### config.mk
export PLATFORM = sky130hd
export DESIGN_NAME = rgb_tile_planar_encoder
export DESIGN_NICKNAME = d
export VERILOG_FILES = /design/src/rtl/rtpe_pkg.sv /design/src/rtl/rgb_tile_planar_encoder.sv /design/src/rtl/rtpe_front.sv /design/src/rtl/rtpe_fifo.sv /design/src/rtl/rtpe_back.sv
export SDC_FILE = /design/constraint.sdc
export NUM_CORES = 1
export LEC_CHECK = 0
export BUFFER_PORTS_ARGS = -buffer_cell sky130_fd_sc_hd__buf_4
export CAP_MARGIN = 25
export CORE_MARGIN = 10
export CORE_UTILIZATION = 45
export DETAILED_ROUTE_END_ITERATION = 7
export GPL_ROUTABILITY_DRIVEN = 0
export SLEW_MARGIN = 20
export SYNTH_ARGS = -nofsm -noshare
export SYNTH_HDL_FRONTEND = slang
export SYNTH_SLANG_ARGS = --single-unit
### constraint.sdc
create_clock -name clk_i -period 5.29 [get_ports clk_i]
set_input_delay 0.7935 -clock clk_i [delete_from_list [all_inputs] [get_ports clk_i]]
set_output_delay 0.7935 -clock clk_i [all_outputs]
set_load 0.005 [all_outputs]
### src/rtl/rtpe_pkg.sv
`default_nettype none

package rtpe_pkg;

  localparam int unsigned BYTE_W      = 8;
  localparam int unsigned CH_W        = 5;
  localparam int unsigned COLOR_W     = 15;
  localparam int unsigned SLOT_W      = 4;
  localparam int unsigned PIX_W       = 4;
  localparam int unsigned PLANES      = 4;
  localparam int unsigned ROWS        = 8;
  localparam int unsigned ROW_W       = 3;
  localparam int unsigned COL_W       = 3;
  localparam int unsigned QUEUE_DEPTH = 2;
  localparam int unsigned QPTR_W      = (QUEUE_DEPTH > 1) ? $clog2(QUEUE_DEPTH) : 1;
  localparam int unsigned QCNT_W      = $clog2(QUEUE_DEPTH + 1);
  localparam int unsigned BEATS_LAST  = 2 + 2 * ROWS;
  localparam int unsigned BEAT_W      = $clog2(BEATS_LAST);

  localparam logic KIND_PIXEL = 1'b0;
  localparam logic KIND_QUERY = 1'b1;

  typedef enum logic [1:0] {
    CMD_ROW,
    CMD_ROW_LAST,
    CMD_QUERY,
    CMD_OVF
  } cmd_e;

  typedef enum logic {
    BK_IDLE,
    BK_EMIT
  } bk_state_e;

  typedef struct packed {
    logic                kind;
    logic [BYTE_W-1:0]   data_byte;
    logic [SLOT_W-1:0]   palette_slot;
  } in_item_t;

  typedef struct packed {
    logic [BYTE_W-1:0]   out_byte;
    logic                out_last;
    logic [COLOR_W-1:0]  palette_color;
    logic                palette_valid;
    logic                color_overflow;
  } out_item_t;

  // one command handed from the classifier to the emitter
  typedef struct packed {
    cmd_e                           cmd;
    logic [ROW_W-1:0]               row;
    logic [PLANES-1:0][BYTE_W-1:0]  planes;
    logic [COLOR_W-1:0]             color;
    logic                           valid;
    logic                           ovf;
  } qent_t;

endpackage

`default_nettype wire

### src/rtl/rgb_tile_planar_encoder.sv
`default_nettype none

// 4bpp planar tile encoder. Pixel bytes arrive red, green, blue; each color
// is mapped to a palette slot (first-seen order) and shifted into the current
// 8-pixel row. The front stage takes one input beat per clock while its
// two-entry command queue has room, so pixel bytes and palette queries enter
// at one per cycle. The back stage pulls a command while idle, then emits
// its output beats: a row end gives 2 beats, a tile end 18 beats, a query
// or overflow report one beat. With 24 input bytes per row the queue hides
// the back stage's work, and a pixel stream runs at one byte per clock when
// the output side is always ready. Once the palette overflows, pixel bytes
// are dropped until reset; queries still answer.
module rgb_tile_planar_encoder import rtpe_pkg::*; #(
  parameter int unsigned PALETTE_ENTRIES = 16
) (
  input  wire logic     clk_i,
  input  wire logic     rst_ni,
  input  wire logic     in_valid_i,
  output logic          in_ready_o,
  input  wire in_item_t in_data_i,
  output logic          out_valid_o,
  input  wire logic     out_ready_i,
  output out_item_t     out_data_o
);

  logic  q_push, q_full, q_pop, q_empty;
  qent_t q_wdata, q_rdata;

  rtpe_front #(
    .PAL_ENTRIES(PALETTE_ENTRIES)
  ) u_front (
    .clk_i       (clk_i),
    .rst_ni      (rst_ni),
    .in_valid_i  (in_valid_i),
    .in_ready_o  (in_ready_o),
    .in_data_i   (in_data_i),
    .full_i      (q_full),
    .push_o      (q_push),
    .push_data_o (q_wdata)
  );

  rtpe_fifo u_fifo (
    .clk_i       (clk_i),
    .rst_ni      (rst_ni),
    .push_i      (q_push),
    .push_data_i (q_wdata),
    .full_o      (q_full),
    .pop_i       (q_pop),
    .pop_data_o  (q_rdata),
    .empty_o     (q_empty)
  );

  rtpe_back u_back (
    .clk_i       (clk_i),
    .rst_ni      (rst_ni),
    .empty_i     (q_empty),
    .pop_data_i  (q_rdata),
    .pop_o       (q_pop),
    .out_valid_o (out_valid_o),
    .out_ready_i (out_ready_i),
    .out_data_o  (out_data_o)
  );

endmodule

`default_nettype wire

### src/rtl/rtpe_front.sv
`default_nettype none

module rtpe_front import rtpe_pkg::*; #(
  parameter int unsigned PAL_ENTRIES = 16
) (
  input  wire logic     clk_i,
  input  wire logic     rst_ni,
  input  wire logic     in_valid_i,
  output logic          in_ready_o,
  input  wire in_item_t in_data_i,
  input  wire logic     full_i,
  output logic          push_o,
  output qent_t         push_data_o
);

  localparam int unsigned IDX_W  = (PAL_ENTRIES > 1) ? $clog2(PAL_ENTRIES) : 1;
  localparam int unsigned FILL_W = $clog2(PAL_ENTRIES + 1);

  logic [1:0]                    ch_q, ch_d;
  logic [1:0][CH_W-1:0]          held_q;
  logic                          held_we;
  logic [COLOR_W-1:0]            pal_color_q [PAL_ENTRIES];
  logic [PAL_ENTRIES-1:0]        pal_used_q;
  logic [FILL_W-1:0]             fill_q, fill_d;
  logic [COL_W-1:0]              col_q, col_d;
  logic [ROW_W-1:0]              row_q, row_d;
  logic                          ovf_q, ovf_d;
  logic [PLANES-1:0][BYTE_W-1:0] plane_q, plane_d;

  logic                          accept;
  logic [CH_W-1:0]               chan5;
  logic [COLOR_W-1:0]            color;
  logic [PAL_ENTRIES-1:0]        hit;
  logic                          found;
  logic [IDX_W-1:0]              hit_idx;
  logic [IDX_W-1:0]              pal_widx;
  logic                          pal_we;
  logic                          pal_full;
  logic [IDX_W-1:0]              q_idx;
  logic                          q_valid;
  logic [COLOR_W-1:0]            q_color;
  logic [PIX_W-1:0]              pix;

  assign in_ready_o = !full_i;
  assign accept     = in_valid_i && !full_i;
  assign chan5      = in_data_i.data_byte[BYTE_W-1 -: CH_W];
  assign color      = {chan5, held_q[1], held_q[0]};
  assign pal_widx   = fill_q[IDX_W-1:0];
  assign pal_full   = (fill_q == FILL_W'(PAL_ENTRIES));

  assign q_idx   = in_data_i.palette_slot[IDX_W-1:0];
  assign q_valid = (int'(in_data_i.palette_slot) < PAL_ENTRIES) && pal_used_q[q_idx];
  assign q_color = q_valid ? pal_color_q[q_idx] : '0;

  always_comb begin
    for (int i = 0; i < PAL_ENTRIES; i++) begin
      hit[i] = pal_used_q[i] && (pal_color_q[i] == color);
    end
  end

  // lowest matching slot wins
  always_comb begin
    hit_idx = '0;
    for (int i = PAL_ENTRIES - 1; i >= 0; i--) begin
      if (hit[i]) begin
        hit_idx = IDX_W'(i);
      end
    end
  end

  assign found = |hit;
  assign pix   = found ? PIX_W'(hit_idx) : PIX_W'(pal_widx);

  always_comb begin
    ch_d        = ch_q;
    fill_d      = fill_q;
    col_d       = col_q;
    row_d       = row_q;
    ovf_d       = ovf_q;
    plane_d     = plane_q;
    held_we     = 1'b0;
    pal_we      = 1'b0;
    push_o      = 1'b0;
    push_data_o = '0;
    if (accept) begin
      if (in_data_i.kind == KIND_QUERY) begin
        push_o            = 1'b1;
        push_data_o.cmd   = CMD_QUERY;
        push_data_o.color = q_color;
        push_data_o.valid = q_valid;
        push_data_o.ovf   = ovf_q;
      end else if (!ovf_q) begin
        if (ch_q < 2'd2) begin
          held_we = 1'b1;
          ch_d    = ch_q + 2'd1;
        end else begin
          ch_d = '0;
          if (!found && pal_full) begin
            ovf_d           = 1'b1;
            push_o          = 1'b1;
            push_data_o.cmd = CMD_OVF;
            push_data_o.ovf = 1'b1;
          end else begin
            if (!found) begin
              pal_we = 1'b1;
              fill_d = fill_q + FILL_W'(1);
            end
            for (int p = 0; p < PLANES; p++) begin
              plane_d[p] = {plane_q[p][BYTE_W-2:0], pix[p]};
            end
            if (col_q == COL_W'(ROWS - 1)) begin
              col_d              = '0;
              row_d              = row_q + ROW_W'(1);
              push_o             = 1'b1;
              push_data_o.cmd    = (row_q == ROW_W'(ROWS - 1)) ? CMD_ROW_LAST : CMD_ROW;
              push_data_o.row    = row_q;
              push_data_o.planes = plane_d;
            end else begin
              col_d = col_q + COL_W'(1);
            end
          end
        end
      end
    end
  end

  always_ff @(posedge clk_i or negedge rst_ni) begin
    if (!rst_ni) begin
      ch_q       <= '0;
      fill_q     <= '0;
      col_q      <= '0;
      row_q      <= '0;
      ovf_q      <= 1'b0;
      pal_used_q <= '0;
    end else begin
      ch_q   <= ch_d;
      fill_q <= fill_d;
      col_q  <= col_d;
      row_q  <= row_d;
      ovf_q  <= ovf_d;
      if (pal_we) begin
        pal_used_q[pal_widx] <= 1'b1;
      end
    end
  end

  always_ff @(posedge clk_i) begin
    plane_q <= plane_d;
    if (held_we) begin
      held_q[ch_q[0]] <= chan5;
    end
    if (pal_we) begin
      pal_color_q[pal_widx] <= color;
    end
  end

`ifndef SYNTH
  a_ovf_sticky: assert property (@(posedge clk_i) disable iff (!rst_ni)
    ovf_q |=> ovf_q)
    else $error("overflow flag cleared");

  a_fill_bound: assert property (@(posedge clk_i) disable iff (!rst_ni)
    fill_q <= FILL_W'(PAL_ENTRIES))
    else $error("palette fill beyond capacity");

  a_no_row_after_ovf: assert property (@(posedge clk_i) disable iff (!rst_ni)
    push_o && (push_data_o.cmd == CMD_ROW || push_data_o.cmd == CMD_ROW_LAST) |-> !ovf_q)
    else $error("row pushed after overflow");
`endif

endmodule

`default_nettype wire

### src/rtl/rtpe_fifo.sv
`default_nettype none

module rtpe_fifo import rtpe_pkg::*; (
  input  wire logic  clk_i,
  input  wire logic  rst_ni,
  input  wire logic  push_i,
  input  wire qent_t push_data_i,
  output logic       full_o,
  input  wire logic  pop_i,
  output qent_t      pop_data_o,
  output logic       empty_o
);

  qent_t             mem_q [QUEUE_DEPTH];
  logic [QPTR_W-1:0] wr_q, rd_q;
  logic [QCNT_W-1:0] cnt_q;
  logic              do_push, do_pop;

  assign full_o     = (cnt_q == QCNT_W'(QUEUE_DEPTH));
  assign empty_o    = (cnt_q == '0);
  assign do_push    = push_i && !full_o;
  assign do_pop     = pop_i && !empty_o;
  assign pop_data_o = mem_q[rd_q];

  always_ff @(posedge clk_i or negedge rst_ni) begin
    if (!rst_ni) begin
      wr_q  <= '0;
      rd_q  <= '0;
      cnt_q <= '0;
    end else begin
      if (do_push) begin
        wr_q <= (wr_q == QPTR_W'(QUEUE_DEPTH - 1)) ? '0 : wr_q + QPTR_W'(1);
      end
      if (do_pop) begin
        rd_q <= (rd_q == QPTR_W'(QUEUE_DEPTH - 1)) ? '0 : rd_q + QPTR_W'(1);
      end
      if (do_push && !do_pop) begin
        cnt_q <= cnt_q + QCNT_W'(1);
      end else if (do_pop && !do_push) begin
        cnt_q <= cnt_q - QCNT_W'(1);
      end
    end
  end

  always_ff @(posedge clk_i) begin
    if (do_push) begin
      mem_q[wr_q] <= push_data_i;
    end
  end

`ifndef SYNTH
  a_cnt_bound: assert property (@(posedge clk_i) disable iff (!rst_ni)
    cnt_q <= QCNT_W'(QUEUE_DEPTH))
    else $error("queue count out of range");

  a_no_lost_push: assert property (@(posedge clk_i) disable iff (!rst_ni)
    push_i |-> !full_o)
    else $error("push into full queue");
`endif

endmodule

`default_nettype wire

### src/rtl/rtpe_back.sv
`default_nettype none

module rtpe_back import rtpe_pkg::*; (
  input  wire logic  clk_i,
  input  wire logic  rst_ni,
  input  wire logic  empty_i,
  input  wire qent_t pop_data_i,
  output logic       pop_o,
  output logic       out_valid_o,
  input  wire logic  out_ready_i,
  output out_item_t  out_data_o
);

  bk_state_e                      state_q, state_d;
  qent_t                          cur_q;
  logic [BEAT_W-1:0]              beat_q, beat_d;
  logic [2*BYTE_W-1:0]            bank_q [ROWS];
  logic                           out_valid_q;
  out_item_t                      out_q;
  logic                           load_ok;
  logic                           emit;
  out_item_t                      beat;
  logic [BEAT_W-1:0]              sub;
  logic [ROW_W-1:0]               rsel;

  assign load_ok     = !out_valid_q || out_ready_i;
  assign out_valid_o = out_valid_q;
  assign out_data_o  = out_q;

  // tile-end beats walk rows: plane 2 then plane 3 of each row
  assign sub  = beat_q - BEAT_W'(2);
  assign rsel = sub[ROW_W:1];

  always_comb begin
    beat = '0;
    case (cur_q.cmd)
      CMD_QUERY: begin
        beat.out_last       = 1'b1;
        beat.palette_color  = cur_q.color;
        beat.palette_valid  = cur_q.valid;
        beat.color_overflow = cur_q.ovf;
      end
      CMD_OVF: begin
        beat.out_last       = 1'b1;
        beat.color_overflow = 1'b1;
      end
      CMD_ROW, CMD_ROW_LAST: begin
        if (beat_q == BEAT_W'(0)) begin
          beat.out_byte = cur_q.planes[0];
        end else if (beat_q == BEAT_W'(1)) begin
          beat.out_byte = cur_q.planes[1];
          beat.out_last = (cur_q.cmd == CMD_ROW);
        end else begin
          beat.out_byte = sub[0] ? bank_q[rsel][2*BYTE_W-1:BYTE_W] : bank_q[rsel][BYTE_W-1:0];
          beat.out_last = (beat_q == BEAT_W'(BEATS_LAST - 1));
        end
      end
      default: beat = '0;
    endcase
  end

  always_comb begin
    state_d = state_q;
    beat_d  = beat_q;
    pop_o   = 1'b0;
    emit    = 1'b0;
    case (state_q)
      BK_IDLE: begin
        if (!empty_i) begin
          pop_o   = 1'b1;
          beat_d  = '0;
          state_d = BK_EMIT;
        end
      end
      BK_EMIT: begin
        if (load_ok) begin
          emit   = 1'b1;
          beat_d = beat_q + BEAT_W'(1);
          if (beat.out_last) begin
            state_d = BK_IDLE;
          end
        end
      end
      default: state_d = BK_IDLE;
    endcase
  end

  always_ff @(posedge clk_i or negedge rst_ni) begin
    if (!rst_ni) begin
      state_q     <= BK_IDLE;
      beat_q      <= '0;
      out_valid_q <= 1'b0;
    end else begin
      state_q <= state_d;
      beat_q  <= beat_d;
      if (emit) begin
        out_valid_q <= 1'b1;
      end else if (out_ready_i) begin
        out_valid_q <= 1'b0;
      end
    end
  end

  always_ff @(posedge clk_i) begin
    if (emit) begin
      out_q <= beat;
    end
    if (pop_o) begin
      cur_q <= pop_data_i;
      if (pop_data_i.cmd == CMD_ROW || pop_data_i.cmd == CMD_ROW_LAST) begin
        bank_q[pop_data_i.row] <= {pop_data_i.planes[3], pop_data_i.planes[2]};
      end
    end
  end

`ifndef SYNTH
  a_beat_bound: assert property (@(posedge clk_i) disable iff (!rst_ni)
    state_q == BK_EMIT |-> beat_q < BEAT_W'(BEATS_LAST))
    else $error("beat counter ran past tile end");

  a_plane_beat_no_color: assert property (@(posedge clk_i) disable iff (!rst_ni)
    out_valid_q && out_q.out_byte != '0 |-> !out_q.palette_valid && !out_q.color_overflow)
    else $error("plane beat carries palette fields");

  a_emit_needs_cmd: assert property (@(posedge clk_i) disable iff (!rst_ni)
    emit |-> $past(pop_o) || $past(state_q == BK_EMIT))
    else $error("beat emitted without a command");
`endif

endmodule

`default_nettype wire
==> reports/qor.yml <==
setup_path:
  critical_path.top_delay_family: "simple AND/OR/NAND/NOR gates"
  startpoint_type: "flip-flop"
  r2r-start: "u_front.color[8]"
  reg2reg_depth: 11
  arrival_ns: 4.51
  cp-end-kind: "flip-flop"
  cpPeakStageDelay_ns: 0.96
  cp_max_fo: 17
  cp_slowest_cell: "nor4_1"
  path_cells: "buf_4, xnor2_1, nand4_1, nor4_1, nor4_1, nand4_1, buf_4, nor2_4, buf_4, and3_1, buf_4"
  required_ns: 5.62
  crit_top_cell: "buf_4"
  r2r_setup_slack_ns: 1.11
  r2r_end: "u_front.pal_color_q[6][9]"
  cp.buffers_inverters: 4
  crit_type: "reg2reg"
cts:
  clock_sinks: 616
  cts_setup_buffers: 0
  clkTransAtPathRegs_ns: 0.06
  cts_tree: "yes"
  holdBufCountCts: 0
  insertion_delay_ns: 0.60
  cts_resized: 0
  cts_made_buffers: 67
  cts_buffer_depth: 3
  cts.htree.levels: 3
  cts-root-buf: "clkbuf_16"
floorplanning:
  die_h_um: 264.2
  num_rows: 89
  fp.dieW_um: 264.2
  start_util: 0.4547
  core_area_sq_um: 59020
  die-area_sq_um: 69800
  io_pins: 45
sta:
  worst_pin_slew_ns: 1.094
  fin_crit_ns: 4.179
  final-setup-viol-count: 0
  clock_skew_ns: 0.02667
  fmax_mhz: 239.3
  finalHoldViolCount: 0
  final.setup.tns_ns: 0
  max_slew_margin: 0.2637
  slew_viol_final: 0
  rsz0062_at_grt: "false"
  final.setup.worst_slack_ns: 1.111
  fin_crit_sh: 0.7899
global_route:
  grt_usage: 0.1730
  grt_max_degree: 48
  overflow: 0
  antenna_found_initial: 1
  grt_pass1_wl_mm: 91.07
  grt_pass1_vias: 13755
place:
  post-place-ws_ns: 1.037
  hpwl_mm: 40.09
  placement.io_buffers: 41
synth:
  synth_area_leaders: "edfxtp_1, mux4_2, xnor2_1"
  syn-cell-area_sq_um: 26840
  yosys_most_used_dff: "edfxtp_1"
  synthCells: 1511
  synth_edf_count: 575
  synth_seq_cells: 616
  ys_warn_count: 0
  synth_cell_type_count: 55
  synth_fp_nets: 1542
  yosysTopAreaCell: "edfxtp_1"
  synth_top_area_frac: 0.6434
  postSynthAreaPerCell_sq_um: 17.76
  yosysSeqAreaShare: 0.6816
  synthArstFlopShare: 0.06656
status:
  outcome: "finished clean"
layout:
  nets: 1634
  area_growth_pct: 12.32
  fillers: 4849
  multiInputGateArea_sq_um: 7757
  drive_gt1_frac: 0.2337
  seq_area_sq_um: 18300
pwr:
  power_frac_comb: 0.189
  ir_drop_mv: 0.3134
  p_int_uw: 9852
  power_frac_seq: 0.471
  p_leak_uw: 0.009906
  p_per_area_nw_per_um2: 444.6
  switchingPower_uw: 3549
  sw_frac_of_total: 0.2648
  clockPowerShare: 0.340
route:
  wl_per_cell_um: 24.99
  vias_per_cell: 5.588
  postRouteAntennaNets: 0
  wl_mm: 60.65
  dr.pass1.iters: 5
  post-route-drc-count: 0
  drt-initial-drc-count: 1228
  vias: 13563
job:
  drv_cap: 0
min_path:
  hp-class: "in2async"
[power groups by stage]
stage,combinational (uW),clock [uW],sequential [uW]
after floorplan,1790,0,6300
after global placement,2560,0,6400
after detailed placement,2590,0,6420
after CTS,2600,4660,6320
after global routing,2780,4860,6370
final,2530,4560,6320
[sequential cells by signal, indices dropped and copies added, names as in the netlist]
signal and cells:
u_front.pal_color_q 240, u_back.bank_q 128, u_fifo.mem_q 108, u_back.cur_q 35, u_front.plane_q 28, u_back.out_data_o 26, u_front.pal_used_q 16, u_front.color 10
u_back.beat_q 5, u_front.fill_q 5, u_front.col_q 3, u_front.row_q 3, u_fifo.cnt_q 2, u_front.ch_q 2, u_back.out_valid_o 1, u_back.state_q 1
u_fifo.rd_q 1, u_fifo.wr_q 1, u_front.ovf_q 1
[final cells by class]
cell class,instances,area share
Antenna cell,2,0.0001660
Sequential cell,616,0.6070
Inverter,46,0.005729
Clock buffer,85,0.05890
Timing Repair Buffer,99,0.02715
Tap cell,773,0.03209
Multi-Input combinational cell,773,0.2574
Clock inverter,33,0.01162
[routing by layer]
layer | routed length, um | vias up | GRT usage | share of wire
li1 | - | 6016 | - | -
met1 | 27370 | 7074 | 0.2492 | 0.45
met2 | 29120 | 388 | 0.2716 | 0.48
met3 | 3083 | 85 | 0.02733 | 0.051
met4 | 1073 | 0 | 0.04139 | 0.018
met5 | 0 | - | 0 | 0
[how the worst max path moves through the flow]
stage	to	slack, ns	depth (start not counted)	from
after global routing	u_fifo.mem_q[0][41]	1.04	10	u_front.color[8]
after floorplan	u_fifo.mem_q[0][0]	0.96	10	in_data_i[10]
after detailed placement	u_fifo.mem_q[1][8]	1.04	9	in_data_i[7]
after CTS	u_fifo.mem_q[1][41]	1.18	10	u_front.color[8]
final	u_front.pal_color_q[6][9]	1.11	11	u_front.color[8]
after global placement	u_fifo.mem_q[1][11]	1.07	9	in_data_i[7]
[through the flow]
| step | hold slack (ns) | util | cells | instance area, sq um | power [uW] |
|---|---|---|---|---|---|
| after global placement | 0.4322 | 0.4745 | 2306 | 28000 | 8958 |
| after floorplan | 0.4264 | - | 1511 | 26840 | 8089 |
| after global routing | 0.2314 | 0.5106 | 2425 | 30140 | 14010 |
| after detailed placement | 0.4321 | 0.4745 | 2306 | 28000 | 9011 |
| after CTS | 0.2113 | 0.5105 | 2424 | 30130 | 13590 |
| final | 0.2082 | 0.5107 | 2427 | 30140 | 13400 |
[worst register-to-register path, cell delays in order (launching register included)]
cell and delay [ns]:
edfxtp_1 0.81, buf_4 0.40, xnor2_1 0.17, nand4_1 0.17, nor4_1 0.96, nor4_1 0.17, nand4_1 0.24, buf_4 0.25
nor2_4 0.10, buf_4 0.22, and3_1 0.21, buf_4 0.22
[cells by family (layout without fill, tap and decap cells)]
logic type,Yosys count,count (layout),synth area share
flip-flops,616,616,0.6816
AND/OR/NAND/NOR,264,264,0.05488
XOR/XNOR,254,254,0.08290
multiplexers,186,186,0.1280
buffers and inverters,122,263,0.02970
AO/OA/AOI/OAI,55,55,0.01632
adder cells (fa/ha/maj),14,14,0.006527
other,0,2,0
[cell usage in the layout (no fill, tap or decap), types with 16 or more instances in the layout]
cell type,netlist,routed
edfxtp_1,575,575
xnor2_1,246,246
mux4_2,120,120
buf_4,4,93
nor2_1,75,75
clkbuf_16,0,68
nand4_1,66,66
mux2_2,53,53
inv_1,46,46
dfrtp_1,41,39
and2_1,22,21
nor2b_1,21,20
nor4_1,17,17
nand2_1,16,16
clkbuf_1,23,16
[synth_stat cells (14+ instances only)]
| library cell | count |
|---|---|
| inv_1 | 46 |
| nor4_1 | 17 |
| edfxtp_1 | 575 |
| dfrtp_1 | 41 |
| nand4_1 | 66 |
| mux2_2 | 53 |
| mux4_2 | 120 |
| and2_1 | 22 |
| xnor2_1 | 246 |
| nor2b_1 | 21 |
| clkbuf_1 | 23 |
| nand2_1 | 16 |
| nor2_1 | 75 |
| ha_1 | 14 |
Note: power is estimated with default switching activity, not from simulation.
